$ cat src/hw/rtl/ira_pkg.sv
package ira_pkg;

  // table geometry
  localparam int MAX_EXTENTS   = 64;
  localparam int IDX_W         = $clog2(MAX_EXTENTS);
  localparam int CNT_W         = $clog2(MAX_EXTENTS + 1);
  localparam int ID_W          = 32;
  localparam int ST_W          = 2;
  localparam int FREE_INTERVAL = 10000;
  localparam int FC_W          = 14;

  // result status codes
  localparam logic [ST_W-1:0] STAT_OK   = 2'd0;
  localparam logic [ST_W-1:0] STAT_FAIL = 2'd1;
  localparam logic [ST_W-1:0] STAT_DROP = 2'd2;

  // input kind codes
  localparam logic KIND_ALLOC = 1'b0;
  localparam logic KIND_FREE  = 1'b1;

  // datapath operations, one per cycle
  typedef enum logic [4:0] {
    OP_NONE,
    OP_LOAD,
    OP_FF_START,
    OP_FF_STEP,
    OP_FF_TAKE,
    OP_SHIFT,
    OP_SHIFT_DONE,
    OP_FREE_PUSH,
    OP_C_INIT,
    OP_C_SKIP,
    OP_C_READ,
    OP_C_HEAD,
    OP_C_SCAN,
    OP_C_EMIT,
    OP_C_PASS,
    OP_RES_ALLOC,
    OP_RES_FREE,
    OP_RES_DROP
  } op_t;

  typedef struct packed {
    op_t op;
  } dp_cmd_t;

  typedef struct packed {
    logic scan_end;
    logic hit;
    logic take_empty;
    logic got_zero;
    logic cur_end;
    logic cur_used;
    logic merged;
    logic full;
    logic fc_wrap;
    logic is_free;
    logic out_free;
  } dp_stat_t;

  typedef enum logic [3:0] {
    S_IDLE,
    S_DISPATCH,
    S_FF_START,
    S_FF_SCAN,
    S_SHIFT,
    S_FF_CHECK,
    S_FREE_CHK,
    S_PUSH,
    S_C_INIT,
    S_C_PICK,
    S_C_HEAD,
    S_C_SCAN,
    S_RES_ALLOC,
    S_RES_FREE,
    S_RES_DROP
  } state_t;

  typedef enum logic [1:0] {
    RET_ALLOC,
    RET_FULL,
    RET_FREE
  } ret_t;

  // logical table position to physical slot of a circular bank
  function automatic logic [IDX_W-1:0] log2phys(logic [IDX_W-1:0] base,
                                                logic [CNT_W-1:0] k);
    logic [CNT_W:0] sum;
    sum = {{(CNT_W + 1 - IDX_W){1'b0}}, base} + {1'b0, k};
    if (sum >= (CNT_W + 1)'(MAX_EXTENTS)) begin
      sum = sum - (CNT_W + 1)'(MAX_EXTENTS);
    end
    return sum[IDX_W-1:0];
  endfunction

  // circular decrement of a slot index
  function automatic logic [IDX_W-1:0] wrap_dec(logic [IDX_W-1:0] v);
    logic [IDX_W-1:0] r;
    if (v == '0) begin
      r = IDX_W'(MAX_EXTENTS - 1);
    end else begin
      r = v - IDX_W'(1);
    end
    return r;
  endfunction

endpackage

$ cat src/hw/rtl/ira_ctrl.sv
module ira_ctrl (
  input  logic               clk,
  input  logic               rst_n,
  input  logic               in_valid,
  output logic               in_ready,
  input  ira_pkg::dp_stat_t  stat,
  output ira_pkg::dp_cmd_t   cmd
);
  import ira_pkg::*;

  state_t state_r, state_nxt;
  ret_t   ret_r, ret_nxt;
  logic   retry_r, retry_nxt;

  // state register
  always_ff @(posedge clk) begin
    if (!rst_n) begin
      state_r <= S_IDLE;
      ret_r   <= RET_ALLOC;
      retry_r <= 1'b0;
    end else begin
      state_r <= state_nxt;
      ret_r   <= ret_nxt;
      retry_r <= retry_nxt;
    end
  end

  // next state and commands
  always_comb begin
    state_nxt = state_r;
    ret_nxt   = ret_r;
    retry_nxt = retry_r;
    cmd.op    = OP_NONE;
    in_ready  = 1'b0;
    unique case (state_r)
      S_IDLE: begin
        in_ready = 1'b1;
        if (in_valid) begin
          cmd.op    = OP_LOAD;
          state_nxt = S_DISPATCH;
        end
      end
      S_DISPATCH: begin
        if (!stat.is_free) begin
          retry_nxt = 1'b0;
          state_nxt = S_FF_START;
        end else if (stat.full) begin
          ret_nxt   = RET_FULL;
          state_nxt = S_C_INIT;
        end else begin
          state_nxt = S_PUSH;
        end
      end
      S_FF_START: begin
        cmd.op    = OP_FF_START;
        state_nxt = S_FF_SCAN;
      end
      S_FF_SCAN: begin
        if (stat.scan_end) begin
          if (retry_r) begin
            state_nxt = S_RES_ALLOC;
          end else begin
            retry_nxt = 1'b1;
            ret_nxt   = RET_ALLOC;
            state_nxt = S_C_INIT;
          end
        end else if (stat.hit) begin
          cmd.op    = OP_FF_TAKE;
          state_nxt = stat.take_empty ? S_SHIFT : S_FF_CHECK;
        end else begin
          cmd.op = OP_FF_STEP;
        end
      end
      S_SHIFT: begin
        if (stat.scan_end) begin
          cmd.op    = OP_SHIFT_DONE;
          state_nxt = S_FF_CHECK;
        end else begin
          cmd.op = OP_SHIFT;
        end
      end
      S_FF_CHECK: begin
        // an id of zero counts as a miss and earns one retry
        if (stat.got_zero && !retry_r) begin
          retry_nxt = 1'b1;
          ret_nxt   = RET_ALLOC;
          state_nxt = S_C_INIT;
        end else begin
          state_nxt = S_RES_ALLOC;
        end
      end
      S_FREE_CHK: begin
        state_nxt = stat.full ? S_RES_DROP : S_PUSH;
      end
      S_PUSH: begin
        cmd.op = OP_FREE_PUSH;
        if (stat.fc_wrap) begin
          ret_nxt   = RET_FREE;
          state_nxt = S_C_INIT;
        end else begin
          state_nxt = S_RES_FREE;
        end
      end
      S_C_INIT: begin
        cmd.op    = OP_C_INIT;
        state_nxt = S_C_PICK;
      end
      S_C_PICK: begin
        if (stat.cur_end) begin
          cmd.op = OP_C_PASS;
          if (stat.merged) begin
            state_nxt = S_C_INIT;
          end else begin
            unique case (ret_r)
              RET_ALLOC: state_nxt = S_FF_START;
              RET_FULL:  state_nxt = S_FREE_CHK;
              RET_FREE:  state_nxt = S_RES_FREE;
              default:   state_nxt = S_RES_FREE;
            endcase
          end
        end else if (stat.cur_used) begin
          cmd.op = OP_C_SKIP;
        end else begin
          cmd.op    = OP_C_READ;
          state_nxt = S_C_HEAD;
        end
      end
      S_C_HEAD: begin
        cmd.op    = OP_C_HEAD;
        state_nxt = S_C_SCAN;
      end
      S_C_SCAN: begin
        if (stat.scan_end) begin
          cmd.op    = OP_C_EMIT;
          state_nxt = S_C_PICK;
        end else begin
          cmd.op = OP_C_SCAN;
        end
      end
      S_RES_ALLOC: begin
        if (stat.out_free) begin
          cmd.op    = OP_RES_ALLOC;
          state_nxt = S_IDLE;
        end
      end
      S_RES_FREE: begin
        if (stat.out_free) begin
          cmd.op    = OP_RES_FREE;
          state_nxt = S_IDLE;
        end
      end
      S_RES_DROP: begin
        if (stat.out_free) begin
          cmd.op    = OP_RES_DROP;
          state_nxt = S_IDLE;
        end
      end
      default: begin
        state_nxt = S_IDLE;
      end
    endcase
  end

endmodule

$ cat config.mk
export PLATFORM = sky130hd
export DESIGN_NAME = ira_ctrl
export DESIGN_NICKNAME = d
export VERILOG_FILES = /design/src/hw/rtl/ira_pkg.sv /design/src/hw/rtl/ira_ctrl.sv
export SDC_FILE = /design/constraint.sdc
export NUM_CORES = 1
export LEC_CHECK = 0
export BUFFER_PORTS_ARGS = -buffer_cell sky130_fd_sc_hd__buf_4
export CAP_MARGIN = 20
export CORE_MARGIN = 1.5
export CORE_UTILIZATION = 56
export CTS_BUF_LIST = sky130_fd_sc_hd__clkbuf_4 sky130_fd_sc_hd__clkbuf_8
export CTS_CLUSTER_SIZE = 16
export DETAILED_ROUTE_END_ITERATION = 8
export GPL_TIMING_DRIVEN = 1
export PLACE_DENSITY = 0.83
export SETUP_SLACK_MARGIN = 0.02
export SLEW_MARGIN = 20
export SYNTH_ARGS = -nofsm -noshare
export SYNTH_HDL_FRONTEND = slang
export SYNTH_SLANG_ARGS = --single-unit
$ cat constraint.sdc
create_clock -name clk -period 1.8 [get_ports clk]
set_input_delay 0.09 -clock clk [delete_from_list [all_inputs] [get_ports clk]]
set_output_delay 0.09 -clock clk [all_outputs]
set_load 0.01 [all_outputs]
==> flow_metrics.tcl, run 1 <==
set metrics [dict create \
    p_total_mw 1.84 \
    muxShareOfSynthArea_pct 1.01 \
    cts.sink_count 7 \
    ys.flop_type "dfxtp_1" \
    synth-simple-area-share_pct 34.6 \
    tightest_slew_ps 345 \
    drt_wl_total_mm 2.74 \
    r2r_slack_ps 150 \
    startpoint "state_r[1]" \
    outcome "finished clean" \
    synth_area_sq_um 991 \
    drive_above_1_share_pct 31.8 \
    cts_tree "built" \
    dieArea_sq_um 2030 \
    remaining_drc_errors 0 \
    die_h_microns 45.1 \
    grt_pass1_wl_mm 4.37 \
    synth_nets 142 \
    start_util_pct 58.7 \
    crit_type "flop to output pin" \
    grt.total_usage_pct 29.4 \
    synth_top_area_share_pct 14.1 \
    cts_hold_buf 0 \
    antenna_found_initial 0 \
    arrival_ps 1610 \
    synth_top_family_by_area "compound AO/OA/AOI/OAI gates" \
    synth_edf_count 0 \
    cts.path.max_buffers 2 \
    max_freq_ghz 0.589 \
    start_kind "flop" \
    cp.required_ps 1710 \
    synth_compound_area_share_pct 40.2 \
    timing.max_slew.rel_slack_pct 77.0 \
    yosysWarnings 0 \
    grt_max_degree 23 \
    dpl_cell_area_sq_um 1150 \
    path_cells "buf_4, nor3b_4, nand3b_2, a22o_1, o211ai_1, buf_4" \
    ioPinCount 20 \
    end_kind "output pin" \
    synth.avg_cell_area_sq_um 7.74 \
    clk_pin_slew_ps 50 \
    p_per_area_nw_per_um2 1510 \
    slowest_delay_ps 320 \
    drv_slew 0 \
    leakage_nw 0.516 \
    rsz0062_at_grt "yes" \
    r2r_start "state_r[1]" \
    ys_ff_latch 7 \
    portBuffers 19 \
    synthAdderAreaFrac_pct 0 \
    r2r_cells 6 \
    core_area_sq_um 1690 \
    fill_cells 140 \
    maxCapViolations 0 \
    critPathBufInv 2 \
    crit_family "simple AND/OR/NAND/NOR gates" \
    rows 15 \
    synthArstFlopShare_pct 0 \
    final_cell_mix "30 x buf_4, 14 x nand2_1, 9 x nor2_1" \
    fin_worst_skew_ps 0.955 \
    num_antenna_cells 0 \
    yosysTopAreaCell "dfxtp_1" \
    grt_pass1_vias 939 \
    period_share_pct 94.3 \
    hold_depth 2 \
    drt-initial-drc-count 61 \
    final_common_cell "buf_4" \
    finalHoldViolations 0 \
    hpwl_mm 2.03 \
    root_buffer "clkbuf_4" \
    design_area_sq_um 1220 \
    r2r_end "state_r[3]" \
    fin_nets 166 \
    timing.setup.tns_ps 0 \
    ant_nets 0 \
    cp_common_cell "buf_4" \
    whs_ps 123 \
    vias 1095 \
    grt_overflow 0 \
    ys_top_cells_by_area "dfxtp_1 14%, a2111oi_4 5.6%, nand2_1 5.3%" \
    clk_latency_ps 250 \
    synth_xor_area_share_pct 0.884 \
    hold_class "primary input to flop" \
    first_pass_iters 4 \
    cp_max_fo 11 \
    synth_cell_types 49 \
    area_growth_pct 23.1 \
    seq_area_frac_synth_pct 14.1 \
    synthCells 128 \
    slowest_stage "dfxtp_1" \
    setup_viol 0 \
    cts_buffers 3 \
    wl_per_cell_microns 16.3 \
    die_w_microns 45.1 \
    min_period_ps 1700 \
    place.gp.congestion 1.00 \
    worstHoldStart "rst_n" \
    ir_drop_mv 0.812 \
    hold_path_end "retry_r" \
    htreeDepth 1 \
    viasPerCell 6.52 \
]
[final cells by class]
type | instances | area [sq um] | area share [%]
clock buffers | 4 | 30.0 | 2.46
inverters | 2 | 7.51 | 0.615
multi-input cells | 107 | 779 | 63.9
flip-flops and latches | 7 | 145 | 11.9
well taps | 17 | 21.3 | 1.74
repair buffers | 31 | 236 | 19.4
[routing by layer]
layer	track usage, %	up-vias	share of wire [%]
li1	-	530	-
met1	39.0	515	45
met2	48.3	41	48
met3	7.60	9	5.7
met4	5.29	0	1.6
met5	0	-	0
[logic make-up (layout without fill, tap and decap cells)]
group,after synthesis,count (layout)
mux,1,1
simple gates,57,57
compound gates,48,48
xor+xnor,1,1
buf+inv,14,37
flops,7,7
[synthesized netlist by cell type, types with 3 or more instances]
cell type	n
nand2_1	14
nor2_1	10
buf_2	7
dfxtp_1	7
a21oi_1	6
nor2b_1	6
nand2b_1	5
nand3_1	5
o21ai_0	5
o21ai_1	5
a21o_1	4
o211ai_1	4
a21boi_1	3
buf_6	3
[sequential cells by signal, summed over array words and instances, names as in the netlist]
name	flops
retry_r	1
ret_r	2
state_r	4
[through the flow]
step	utilization, %	std cells	worst slack, ps
after floorplan	-	128	349
after global placement	68.3	163	152
after detailed placement	68.3	163	136
after CTS	70.7	168	48.4
after global routing	72.2	168	18.0
final	72.2	168	103
[power breakdown]
group          internal [mW]  switching (mW)
Clock                 0.0995          0.0562
Combinational          0.644           0.747
Sequential             0.213          0.0801
[worst max path at each step]
stage / slack, ps / depth (start not counted) / to
finish: 100 / 6 / cmd[0]
global route: 20 / 6 / cmd[0]
CTS: 50 / 6 / cmd[0]
detailed placement: 140 / 6 / state_r[1]
global placement: 150 / 6 / state_r[3]
floorplan: 350 / 6 / state_r[2]
[what timing repair did]
item,4_1_cts,5_1_grt
setup endpoints to repair,2,2
gates resized for setup,2,6
buffers inserted,1,0
Note: power is estimated with default switching activity, not from simulation.
==> run 2: changes to the inputs <==
==> constraint.sdc (replaced) <==
create_clock -name clk -period 1.6 [get_ports clk]
set_input_delay 0.08 -clock clk [delete_from_list [all_inputs] [get_ports clk]]
set_output_delay 0.08 -clock clk [all_outputs]
set_load 0.01 [all_outputs]
==> run 2 against run 1 <==
Net effect:
- the flow now finishes with violations (setup timing)
- non-clock buffer count up 23
- die area is the same
- power increased by 54%
- largest power group unchanged
- via count grew 26%
- wire length increased by 54%
- register-to-register slack lost 360 ps
- combinational power is 64% higher
- flip-flop and latch count stayed put
- cell area grew 23%
- core utilization grew 17 points
==> flow_metrics.tcl, run 2 (synthesized netlist as in run 1, its figures left out) <==
set metrics [dict create \
    instances_no_fill 191 \
    tightest_slew_ps 449 \
    wl_per_cell_microns 22.1 \
    power_switching_share_pct 46.2 \
    htreeDepth 1 \
    remaining_drc_errors 0 \
    vias 1381 \
    timing.setup.tns_ps -1540 \
    area_growth_pct 52.0 \
    worstHoldStart "rst_n" \
    fin_nets 189 \
    cts_tree "built" \
    hold_class "primary input to flop" \
    final_common_cell "buf_4" \
    p_per_area_nw_per_um2 1880 \
    final_cell_mix "47 x buf_4, 14 x nand2_1, 9 x nor2_1" \
    rsz0062_at_grt "yes" \
    end_kind "flop" \
    cts.path.max_buffers 2 \
    intPower_mw 1.52 \
    ioPinCount 20 \
    start_util_pct 58.7 \
    num_antenna_cells 0 \
    grt_max_degree 17 \
    drive_above_1_share_pct 47.7 \
    grt_pass1_vias 1190 \
    ir_drop_mv 1.37 \
    p_switching_mw 1.30 \
    place.gp.congestion 0.909 \
    clk_latency_ps 270 \
    ant_nets 0 \
    timing.max_slew.rel_slack_pct 70.1 \
    largest_reg_flops 4 \
    hpwl_mm 2.18 \
    cts.sink_count 7 \
    cts_hold_buf 0 \
    clkPwrFrac_pct 6.9 \
    grt.total_usage_pct 41.6 \
    start_kind "flop" \
    core_area_sq_um 1690 \
    r2r_start "state_r[1]" \
    cts_buffers 3 \
    violations "setup timing" \
    setup_viol 10 \
    startpoint "state_r[1]" \
    grt_overflow 0 \
    max_freq_ghz 0.553 \
    dp_cells 175 \
    finalHoldViolations 0 \
    period_share_pct 113 \
    dieArea_sq_um 2030 \
    fin_ws_ps -208 \
    root_buffer "clkbuf_4" \
    pwr-share-seq_pct 12.5 \
    die_w_microns 45.1 \
    cp_max_fo 7 \
    maxCapViolations 0 \
    regMostFlops "state_r" \
    min_period_ps 1810 \
    portBuffers 19 \
    viasPerCell 7.23 \
    first_pass_iters 4 \
    die_h_microns 45.1 \
    cp.required_ps 1790 \
    fill_cells 79 \
    drt-initial-drc-count 115 \
    leakage_nw 0.670 \
    drt_wl_total_mm 4.22 \
    drv_slew 0 \
    antenna_found_initial 0 \
    clk_pin_slew_ps 60 \
    outcome "finished, violations left" \
    crit_type "flop to flop" \
    top_regs "state_r (4), ret_r (2), retry_r (1)" \
    grt_pass1_wl_mm 5.98 \
    fin_worst_skew_ps 8.31 \
    rows 15 \
    arrival_ps 2000 \
    pwr-share-comb_pct 80.6 \
]
-- run 2: cell count changes in the layout (fill, tap and decap cells not counted), moves of 2 or more --
cell     delta
buf_4      +17
buf_6       +3
o21ai_2     +3
a21oi_1     -2
a21oi_2     +2
dfxtp_1     -2
dfxtp_4     +2
o21ai_0     -2
-- run 2: routing by layer --
| metal | track usage, % | wire (microns) |
|---|---|---|
| met1 | 53.2 | 1580 |
| met2 | 69.1 | 1960 |
| met3 | 6.00 | 391 |
| met4 | 17.6 | 280 |
| met5 | 0 | 0 |
-- run 2: worst paths after layout --
kind           endpoint  slack, ps  cells past startpoint
max          state_r[3]       -210                      7
min            ret_r[1]        120                      2
max reg2reg  state_r[3]       -210                      7
min reg2reg    ret_r[0]        550                      1
-- run 2: power by group through the flow --
stage               combinational [mW]  sequential [mW]  clock [mW]
floorplan                         1.10            0.273           0
global placement                  1.65            0.318           0
detailed placement                1.68            0.318           0
CTS                               1.97            0.328       0.190
global route                      2.38            0.356       0.202
finish                            2.28            0.353       0.194
-- run 2: cell type report --
cell class / count / area (sq um) / area share (%)
well taps: 17 / 21.3 / 1.41
flip-flops and latches: 7 / 153 / 10.1
multi-input cells: 107 / 835 / 55.4
repair buffers: 54 / 460 / 30.6
clock buffers: 4 / 30.0 / 1.99
inverters: 2 / 7.51 / 0.498
-- run 2: per-stage QoR --
| step | hold slack [ps] | setup WS, ps | power (mW) | area [sq um] | util, % |
|---|---|---|---|---|---|
| 3_3_place_gp | 365 | -18.1 | 1.96 | 1260 | 74.4 |
| 6_report | 117 | -208 | 2.83 | 1510 | 89.2 |
| 5_1_grt | 125 | -269 | 2.94 | 1510 | 89.2 |
| 4_1_cts | 103 | -158 | 2.49 | 1420 | 84.0 |
| 3_5_place_dp | 370 | -19.2 | 2.00 | 1260 | 74.4 |
| 2_1_floorplan | 208 | 149 | 1.37 | 991 | - |
-- run 2: what timing repair did --
item,4_1_cts,5_1_grt
cloned,1,0
gates resized for setup,19,13
pin swaps,16,9
setup buffers,8,6
endpoints found under the setup margin,12,13
-- run 2: worst max-delay path, stage by stage (launching register included) --
cell and delay, ps:
dfxtp_4 360, buf_12 110, buf_4 140, nand4bb_4 170, nor2_1 80, a2111oi_4 480, o21ai_1 180, a21boi_1 190
